===== src/rtl/core/vrd_pkg.sv =====
// Package for the voxel reservoir downsampler.
// Holds the table sizes, field widths, generator constants and the sequencer state type.
// No dependencies.
package vrd_pkg;

  localparam int MAX_VOXELS = 1024;
  localparam int SLOT_W     = $clog2(MAX_VOXELS);
  localparam int USED_W     = SLOT_W + 1;
  localparam int MAX_POINTS = 65536;
  localparam int PC_W       = $clog2(MAX_POINTS) + 1;
  localparam int CELL_BITS  = 21;
  localparam int KEY_W      = 3 * CELL_BITS;
  localparam int COORD_W    = 32;
  localparam int INV_W      = 24;
  localparam int PROD_W     = COORD_W + INV_W;
  localparam int CNT_W      = 16;
  localparam int RNG_W      = 31;
  localparam int RMUL_W     = 15;
  localparam int RPROD_W    = RNG_W + RMUL_W;

  localparam logic [RMUL_W-1:0] RNG_MUL   = RMUL_W'(16807);
  localparam logic [RNG_W-1:0]  RNG_MOD   = 31'h7FFF_FFFF;
  localparam logic [CNT_W-1:0]  COUNT_MAX = 16'hFFFF;
  localparam logic [INV_W-1:0]  INV_RESET = 24'h01_0000;

  // Register index of the only configuration register.
  localparam logic REG_INV_RES = 1'b0;

  typedef enum logic [2:0] {
    ST_IDLE,
    ST_MUL,
    ST_RND,
    ST_SEARCH,
    ST_RNGM,
    ST_UPD,
    ST_DIV,
    ST_FIN
  } vrd_state_t;

endpackage


===== src/rtl/core/vrd_mod_unit.sv =====
// Iterative remainder unit: one restoring step per cycle.
// Computes dividend mod divisor for the reservoir draw; uses vrd_pkg.
module vrd_mod_unit import vrd_pkg::*; (
  input  logic             clk,
  input  logic             rst,
  input  logic             start,
  input  logic [RNG_W-1:0] dividend,
  input  logic [CNT_W-1:0] divisor,
  output logic             done,
  output logic [CNT_W-1:0] remainder
);

  localparam int STEP_W = $clog2(RNG_W + 1);

  logic [RNG_W-1:0]  dq;
  logic [CNT_W-1:0]  dv;
  logic [CNT_W-1:0]  rem;
  logic [STEP_W-1:0] steps;
  logic              busy;
  logic [CNT_W:0]    trial;
  logic              fits;

  // One restoring step: shift in the next dividend bit and subtract if it fits.
  assign trial = {rem, dq[RNG_W-1]};
  assign fits  = trial >= {1'b0, dv};

  // Step sequencing and the done pulse.
  always_ff @(posedge clk) begin
    if (rst) begin
      busy  <= 1'b0;
      done  <= 1'b0;
      steps <= '0;
    end else begin
      done <= 1'b0;
      if (start) begin
        busy  <= 1'b1;
        steps <= STEP_W'(RNG_W);
      end else if (busy) begin
        steps <= steps - 1'b1;
        if (steps == STEP_W'(1)) begin
          busy <= 1'b0;
          done <= 1'b1;
        end
      end
    end
  end

  // Partial remainder and dividend shift register.
  always_ff @(posedge clk) begin
    if (start) begin
      dq  <= dividend;
      dv  <= divisor;
      rem <= '0;
    end else if (busy) begin
      dq  <= {dq[RNG_W-2:0], 1'b0};
      rem <= fits ? CNT_W'(trial - {1'b0, dv}) : trial[CNT_W-1:0];
    end
  end

  assign remainder = rem;

`ifndef SYNTHESIS
  a_rem_below: assert property (@(posedge clk) disable iff (rst)
    done |-> (remainder < dv))
    else $error("remainder not below divisor");
  a_done_after_busy: assert property (@(posedge clk) disable iff (rst)
    done |-> $past(busy))
    else $error("done without a running division");
  a_start_idle: assert property (@(posedge clk) disable iff (rst)
    start |=> busy)
    else $error("division did not start");
`endif

endmodule


===== config.mk =====
export PLATFORM = sky130hd
export DESIGN_NAME = vrd_mod_unit
export DESIGN_NICKNAME = d
export VERILOG_FILES = /design/src/rtl/core/vrd_pkg.sv /design/src/rtl/core/vrd_mod_unit.sv
export SDC_FILE = /design/constraint.sdc
export NUM_CORES = 1
export LEC_CHECK = 0
export ABC_CLOCK_PERIOD_IN_PS = 2310
export CORE_UTILIZATION = 34
export DETAILED_ROUTE_END_ITERATION = 16
export DONT_BUFFER_PORTS = 1
export PLACE_DENSITY = 0.54
export SLEW_MARGIN = 20
export SYNTH_ARGS = -nofsm -noshare
export SYNTH_HDL_FRONTEND = slang
export SYNTH_SLANG_ARGS = --single-unit

===== constraint.sdc =====
create_clock -name clk -period 2.31 [get_ports clk]
set_input_delay 0.1155 -clock clk [delete_from_list [all_inputs] [get_ports clk]]
set_output_delay 0.1155 -clock clk [all_outputs]
set_load 0.02 [all_outputs]

==> flow_metrics.env, run 1 <==
export IMPL_clock_sinks=70
export IMPL_final_cells=596
export IMPL_dieArea_um2=11630
export IMPL_ioPinCount=67
export IMPL_die_h_um=107.8
export IMPL_synthTopCellsByArea="edfxtp_1 37%, dfxtp_1 12%, mux2_2 8.9%"
export IMPL_port_buffers=0
export IMPL_startpoint_type="register"
export IMPL_setup_viol=0
export IMPL_stdcell_area_um2=5240
export IMPL_yosysTopAreaCell="edfxtp_1"
export IMPL_globalplace_congestion=0.8729
export IMPL_ys_async_sr_fraction_pct=0
export IMPL_clkLatencyLatePin_ns=0.36
export IMPL_drtAntennaViolNets=0
export IMPL_max_cap_violations=0
export IMPL_cp_slowest_stage_delay_ns=0.46
export IMPL_rows=38
export IMPL_synthCells=349
export IMPL_final_max_slew_viol_count=0
export IMPL_fmax_mhz=453.5
export IMPL_gr_total_overflow=0
export IMPL_core_area_um2=10890
export IMPL_synth_edf_count=47
export IMPL_power_density_nw_per_um2=604.1
export IMPL_antenna_found_initial=0
export IMPL_ys_types=59
export IMPL_drt_iter0_drc=102
export IMPL_grt_pass1_vias=3062
export IMPL_p_leak_nw=2.088
export IMPL_routed_wl_um=9438
export IMPL_n_antenna_cell=0
export IMPL_status="finished clean"
export IMPL_drive_above_1_share_pct=28.73
export IMPL_synth_ff_type="edfxtp_1"
export IMPL_viasPerCell=5.126
export IMPL_path_cells="inv_1, ha_2, nand3_1, or4_4, o21ai_4, buf_6, o41ai_1, a31o_1"
export IMPL_worst_path_max_delay_cell="or4_4"
export IMPL_yosysMostFrequentCell="edfxtp_1"
export IMPL_syn_area_per_cell_um2=10.91
export IMPL_dr_pass1_iters=4
export IMPL_dp_slack_ns=0.0006530
export IMPL_start_util_pct=34.98
export IMPL_ys_seq_area_share_pct=49.15
export IMPL_place_area_um2=4324
export IMPL_cts_root_buf="clkbuf_8"
export IMPL_yosysWarnings=0
export IMPL_cts_tree="built"
export IMPL_rsz0062_at_grt="true"
export IMPL_nets=520
export IMPL_die_x_um=107.8
export IMPL_synth_seq_cells=70
export IMPL_hold_class="in2reg"
export IMPL_cts_buffers=9
export IMPL_fin_skew_ns=0.01487
export IMPL_tightest_slew_ns=0.4098
export IMPL_synth_area_um2=3809
export IMPL_hold_viol=0
export IMPL_drcViolationCount=0
export IMPL_hold_ws_ns=0.05565
export IMPL_setup_ws_ns=0.1047
export IMPL_syn_nets=418
export IMPL_grt_total_usage_pct=17.50
export IMPL_cp_arrival_ns=2.45
export IMPL_ir_drop_uv=442.7
export IMPL_required_ns=2.56
export IMPL_area_growth_synth_to_final_pct=37.58
export IMPL_fin_tns_setup_ns=0
export IMPL_crit_fanout=11
export IMPL_grt_pass1_wl_um=15160
export IMPL_htreeDepth=3
export IMPL_dp_hpwl_um=6304
export IMPL_fin_crit_ns=2.205
export IMPL_endpoint_kind="register"
export IMPL_synth_common_cells="47 x edfxtp_1, 34 x nor2_1, 30 x mux2_2"
export IMPL_cp_num_buf_inv=2
export IMPL_wl_per_cell_um=15.84
export IMPL_num_vias=3055
export IMPL_grt_max_degree=54
export IMPL_clk_pin_slew_ns=0.09
export IMPL_clockBufferDepth=2
export IMPL_fin_crit_sh_pct=95.47
export IMPL_yosysTopAreaCellShare_pct=37.06
export IMPL_cp_top_family="simple AND/OR/NAND/NOR gates"
export IMPL_slew_headroom_pct=72.59
export IMPL_path_class="reg2reg"
export IMPL_placed_cells=526
kinds of logic (layout without fill, tap and decap cells):
| family | count (synthesis) | after routing | share of synthesized area (%) |
|---|---|---|---|
| XOR/XNOR | 13 | 13 | 2.990 |
| flip-flops | 70 | 70 | 49.15 |
| adder cells (fa/ha/maj) | 19 | 19 | 6.439 |
| multiplexers | 33 | 33 | 9.658 |
| AND/OR/NAND/NOR | 97 | 97 | 11.89 |
| AO/OA/AOI/OAI | 77 | 77 | 15.44 |
| buffers and inverters | 40 | 147 | 4.435 |
worst paths after layout:
kind / cells after the start / startpoint / end / slack, ns
min reg2reg: 1 / dq[16] / dq[17] / 0.56
max reg2reg: 8 / dv[12] / remainder[9] / 0.10
max: 8 / dv[12] / remainder[9] / 0.10
min: 2 / start / remainder[9] / 0.06
per-layer routing:
| layer | track usage [%] | wire, um | part of all wire, % | up-vias |
|---|---|---|---|---|
| met5 | 0 | 0 | 0 | - |
| met4 | 9.393 | 327 | 3.5 | 0 |
| met3 | 4.419 | 490 | 5.2 | 29 |
| met2 | 27.38 | 4351 | 46 | 96 |
| met1 | 22.06 | 4268 | 45 | 1436 |
| li1 | - | - | - | 1494 |
per-stage QoR:
stage,total power (W),util (%)
after floorplan,0.001870,-
after CTS,0.003163,46.41
after global placement,0.002021,39.72
after detailed placement,0.002030,39.72
after global routing,0.003332,48.13
final,0.003165,48.13
registers in the layout (all words and copies together) (netlist names):
register,cells
dq,31
busy,1
done,1
remainder,16
steps,5
dv,16
power breakdown:
| group | internal, W | switching [W] |
|---|---|---|
| clock | 0.000506 | 0.000511 |
| combinational | 0.000335 | 0.000316 |
| sequential | 0.00145 | 0.0000434 |
what timing repair did:
action / CTS / global route
endpoints found under the hold margin: 75 / 0
hold buffers: 51 / 0
gates cloned: 0 / 0
pin swaps: 1 / 14
endpoints found under the setup margin: 1 / 15
setup buffers: 0 / 3
gates resized for setup: 1 / 28
cells in the final DEF (no fill, tap or decap), types with 9 or more instances in the layout:
| master | netlist | routed |
|---|---|---|
| dlygate4sd3_1 | 0 | 50 |
| a21oi_1 | 19 | 15 |
| ha_1 | 18 | 9 |
| edfxtp_1 | 47 | 47 |
| clkbuf_8 | 0 | 9 |
| nor2_1 | 34 | 33 |
| mux2_2 | 30 | 30 |
| o211ai_1 | 12 | 12 |
| dfxtp_1 | 23 | 23 |
| inv_1 | 25 | 23 |
| nand2_1 | 28 | 28 |
| buf_4 | 2 | 50 |
worst register-to-register path: cells and delay by family (launching register included):
family	cells	cell delay, ns
flip-flops	1	0.34
buffers and inverters	2	0.23
AND/OR/NAND/NOR	2	0.61
AO/OA/AOI/OAI	3	0.54
adder cells (fa/ha/maj)	1	0.37
area by class of cell:
cell class                      instances  area (um^2)
Inverter                               25        93.84
Timing Repair Buffer                  106        977.2
Clock inverter                          6        71.32
Fill cell                            1007         5648
Sequential cell                        70         1872
Multi-Input combinational cell        239         1923
Clock buffer                           10        127.6
Tap cell                              140        175.2
Note: power is estimated with default switching activity, not from simulation.
==> run 2: changes to the inputs <==
CELL_PAD_IN_SITES_DETAIL_PLACEMENT = 0   (was not set)
CELL_PAD_IN_SITES_GLOBAL_PLACEMENT = 1   (was not set)
CORE_UTILIZATION = 45   (was 34)
CTS_CLUSTER_SIZE = 12   (was not set)
PLACE_DENSITY = 0.8   (was 0.54)
==> flow_metrics.env, run 2 (same netlist as run 1, synthesis figures left out) <==
export IMPL_dp_hpwl_um=6015
export IMPL_area_growth_synth_to_final_pct=34.69
export IMPL_grt_pass1_wl_um=15240
export IMPL_die_x_um=94
export IMPL_rows=33
export IMPL_core_area_um2=8217
export IMPL_drtAntennaViolNets=0
export IMPL_final_common_cell="dlygate4sd3_1"
export IMPL_port_buffers=0
export IMPL_p_leak_nw=2.081
export IMPL_dieArea_um2=8836
export IMPL_antenna_found_initial=0
export IMPL_hp_start="start"
export IMPL_globalplace_congestion=0.8899
export IMPL_gr_total_overflow=0
export IMPL_dp_slack_ns=-0.008846
export IMPL_drt_iter0_drc=160
export IMPL_power_density_nw_per_um2=608.3
export IMPL_status="finished clean"
export IMPL_fin_crit_ns=2.260
export IMPL_fin_util_pct=62.43
export IMPL_startpoint_type="register"
export IMPL_whs_endpoint="dq[7]"
export IMPL_n_antenna_cell=0
export IMPL_fmax_mhz=442.4
export IMPL_clkLatencyLatePin_ns=0.36
export IMPL_final_cell_mix="51 x dlygate4sd3_1, 49 x buf_4, 47 x edfxtp_1, 33 x nor2_1, 30 x mux2_2"
export IMPL_rr_worst_depth=8
export IMPL_required_ns=2.56
export IMPL_top_register="dq"
export IMPL_ioPinCount=67
export IMPL_clockBufferDepth=2
export IMPL_slew_headroom_pct=71.48
export IMPL_dr_pass1_iters=4
export IMPL_endpoint_kind="register"
export IMPL_fin_crit_sh_pct=97.85
export IMPL_path_class="reg2reg"
export IMPL_crit_fanout=8
export IMPL_tightest_slew_ns=0.4277
export IMPL_max_cap_violations=0
export IMPL_clk_pin_slew_ns=0.09
export IMPL_wl_per_cell_um=17.58
export IMPL_grt_total_usage_pct=23.18
export IMPL_cts_tree="built"
export IMPL_start_util_pct=46.35
export IMPL_fin_skew_ns=0.01685
export IMPL_drcViolationCount=0
export IMPL_routed_wl_um=9842
export IMPL_cp_arrival_ns=2.51
export IMPL_grt_max_degree=49
export IMPL_setup_viol=0
export IMPL_num_vias=3086
export IMPL_setup_ws_ns=0.04966
export IMPL_r2r_end="remainder[4]"
export IMPL_final_max_slew_viol_count=0
export IMPL_hold_ws_ns=0.01790
export IMPL_hold_class="in2reg"
export IMPL_htreeDepth=3
export IMPL_cts_root_buf="clkbuf_8"
export IMPL_clock_sinks=70
export IMPL_rsz0062_at_grt="true"
export IMPL_nets=519
export IMPL_viasPerCell=5.511
export IMPL_worstReg2RegStart="dv[1]"
export IMPL_hold_viol=0
export IMPL_die_h_um=94
export IMPL_hold_depth=1
export IMPL_largest_reg_flops=31
export IMPL_ff2ff_setup_slack_ns=0.05
export IMPL_ir_drop_uv=452.2
export IMPL_cts_buffers=9
export IMPL_grt_pass1_vias=3184
export IMPL_drive_above_1_share_pct=28.35
export IMPL_critPathLaunch="dv[1]"
-- run 2: worst max path at each step --
stage               slack, ns             to  cells past startpoint
floorplan                0.04  remainder[14]                     10
global placement         0.05  remainder[14]                     10
detailed placement     -0.009  remainder[14]                     10
CTS                    0.0007  remainder[14]                     10
global route            -0.04  remainder[10]                      8
finish                   0.05   remainder[4]                      8
-- run 2: where the power goes --
group | leakage, nW | switching (W) | internal, W
logic | 1.33 | 0.000321 | 0.000322
registers | 0.657 | 0.0000439 | 0.00145
clock network | 0.0907 | 0.000564 | 0.000416
-- run 2: layout make-up --
class	count	area (um^2)
Clock buffer	9	123.9
Inverter	25	93.84
Timing Repair Buffer	105	959.7
Tap cell	105	131.4
Clock inverter	7	63.81
Sequential cell	70	1872
Fill cell	687	3087
Multi-Input combinational cell	239	1886
-- run 2: routing by layer --
| metal | part of all wire [%] | vias to the layer above | GRT usage [%] |
|---|---|---|---|
| li1 | - | 1494 | - |
| met1 | 41 | 1483 | 27.64 |
| met2 | 50 | 92 | 39.84 |
| met3 | 6.3 | 17 | 6.634 |
| met4 | 2.4 | 0 | 7.821 |
| met5 | 0 | - | 0 |
-- run 2: repair_timing --
action,CTS,global route
buffers inserted,0,7
hold buffers,51,1
resized for setup,0,24
endpoints found under the hold margin,74,1
endpoints found under the setup margin,0,15
-- run 2: worst max-delay path: stages (launching register included) --
cell      delay [ns]
edfxtp_1        0.34
inv_1           0.09
ha_4            0.30
nand4_1         0.11
or4_4           0.55
o21ai_4         0.28
buf_4           0.17
nor3_1          0.06
a221o_1         0.26
-- run 2: stage by stage --
| stage | power, W | area [um^2] | cells | TNS, ns |
|---|---|---|---|---|
| after floorplan | 0.001870 | 3809 | 349 | 0 |
| after global routing | 0.003258 | 5130 | 560 | -0.2168 |
| final | 0.003120 | 5130 | 560 | 0 |
| after CTS | 0.003082 | 4938 | 552 | 0 |
| after detailed placement | 0.002019 | 4223 | 485 | -0.008846 |
| after global placement | 0.002008 | 4223 | 485 | 0 |
==> run 3: changes to the inputs <==
==> constraint.sdc (replaced) <==
create_clock -name clk -period 2.31 [get_ports clk]
set_input_delay 0.1155 -clock clk [delete_from_list [all_inputs] [get_ports clk]]
set_output_delay 0.1155 -clock clk [all_outputs]
set_load 0.1 [all_outputs]
==> flow_metrics.env, run 3 (same netlist as run 1, synthesis figures left out) <==
export IMPL_status="finished clean"
export IMPL_dr_pass1_iters=4
export IMPL_cp_num_buf_inv=2
export IMPL_drcViolationCount=0
export IMPL_hold_viol=0
export IMPL_startpoint_type="register"
export IMPL_grt_pass1_vias=3084
export IMPL_setup_viol=0
export IMPL_cts_root_buf="clkbuf_8"
export IMPL_final_cells=551
export IMPL_tightest_slew_ns=0.9272
export IMPL_cp_arrival_ns=2.48
export IMPL_grt_total_usage_pct=22.70
export IMPL_cts_tree="built"
export IMPL_gr_total_overflow=0
export IMPL_drive_above_1_share_pct=30.27
export IMPL_crit_fanout=3
export IMPL_area_growth_synth_to_final_pct=35.05
export IMPL_wl_per_cell_um=17.14
export IMPL_dieArea_um2=8836
export IMPL_fmax_mhz=446.9
export IMPL_power_w=0.003162
export IMPL_endpoint_kind="register"
export IMPL_routed_wl_um=9443
export IMPL_placed_cells=481
export IMPL_die_h_um=94
export IMPL_worst_path_max_delay_cell="fa_2"
export IMPL_required_ns=2.55
export IMPL_rows=33
export IMPL_ir_drop_uv=360.7
export IMPL_dp_hpwl_um=5849
export IMPL_cp_top_family="compound AO/OA/AOI/OAI gates"
export IMPL_drt_iter0_drc=157
export IMPL_cts_buffers=9
export IMPL_start_util_pct=46.35
export IMPL_final_common_cell="dlygate4sd3_1"
export IMPL_top_register="dq"
export IMPL_path_class="reg2reg"
export IMPL_clock_sinks=70
export IMPL_globalplace_congestion=0.8812
export IMPL_power_density_nw_per_um2=614.7
export IMPL_nets=510
export IMPL_antenna_found_initial=0
export IMPL_ioPinCount=67
export IMPL_fin_skew_ns=0.01608
export IMPL_slew_headroom_pct=38.10
export IMPL_path_cells="inv_2, ha_4, inv_2, fa_2, a21o_1, a221oi_2, o21bai_1, a311o_1, o2111ai_1, o211ai_1"
export IMPL_fin_tns_setup_ns=0
export IMPL_htreeDepth=3
export IMPL_final_cell_mix="51 x dlygate4sd3_1, 47 x edfxtp_1, 41 x buf_4, 33 x nor2_1, 30 x mux2_2"
export IMPL_grt_max_degree=54
export IMPL_final_max_slew_viol_count=0
export IMPL_dp_slack_ns=-0.02042
export IMPL_setup_ws_ns=0.07213
export IMPL_viasPerCell=5.468
export IMPL_clk_pin_slew_ns=0.09
export IMPL_clkLatencyLatePin_ns=0.36
export IMPL_fin_crit_sh_pct=96.88
export IMPL_largest_reg_flops=31
export IMPL_port_buffers=0
export IMPL_rsz0062_at_grt="true"
export IMPL_hold_ws_ns=0.04591
export IMPL_fin_crit_ns=2.238
export IMPL_die_x_um=94
export IMPL_core_area_um2=8217
export IMPL_max_cap_violations=0
export IMPL_path_common_cell="inv_2"
export IMPL_grt_pass1_wl_um=14950
export IMPL_p_leak_nw=2.066
export IMPL_hold_class="in2reg"
export IMPL_n_antenna_cell=0
export IMPL_num_vias=3013
export IMPL_drtAntennaViolNets=0
export IMPL_cp_slowest_stage_delay_ns=0.41
export IMPL_clockBufferDepth=2
run 3: metal layers:
metal / up-vias / track usage (%) / routed length, um
li1: 1479 / - / -
met3: 12 / 7.524 / 572
met2: 89 / 38.50 / 4749
met1: 1433 / 26.10 / 3977
met4: 0 / 9.487 / 144
met5: - / 0 / 0
run 3: repair_timing:
| action | 4_1_cts | 5_1_grt |
|---|---|---|
| buffers inserted | 0 | 2 |
| endpoints found under the setup margin | 1 | 15 |
| gates resized for setup | 1 | 27 |
| pin swaps | 1 | 13 |
| hold buffers | 50 | 2 |
| endpoints found under the hold margin | 74 | 1 |
run 3: worst paths after layout:
kind | from | to | slack [ns] | cells after the start
worst max-delay path | dq[30] | remainder[14] | 0.07 | 10
worst min-delay path | start | remainder[9] | 0.05 | 2
worst max register to register | dq[30] | remainder[14] | 0.07 | 10
worst min register to register | dq[17] | dq[18] | 0.55 | 1
run 3: per-stage QoR:
| step | area, um^2 | util (%) |
|---|---|---|
| after floorplan | 3867 | - |
| after global placement | 4252 | 51.74 |
| after detailed placement | 4252 | 51.74 |
| after CTS | 4957 | 60.33 |
| after global routing | 5144 | 62.60 |
| final | 5144 | 62.60 |
run 3: where the power goes:
group / internal, W / switching, W / total (W) / leakage, nW
sequential: 0.00145 / 0.0000425 / 0.00149 / 0.668
combinational: 0.000314 / 0.000388 / 0.000702 / 1.31
clock: 0.000410 / 0.000560 / 0.000971 / 0.0888
run 3: final cells by class:
| class | instances | area (um^2) |
|---|---|---|
| Clock buffer | 9 | 123.9 |
| Timing Repair Buffer | 96 | 888.4 |
| Tap cell | 105 | 131.4 |
| Multi-Input combinational cell | 239 | 1924 |
| Fill cell | 663 | 3073 |
| Clock inverter | 7 | 61.31 |
| Inverter | 25 | 93.84 |
| Sequential cell | 70 | 1921 |
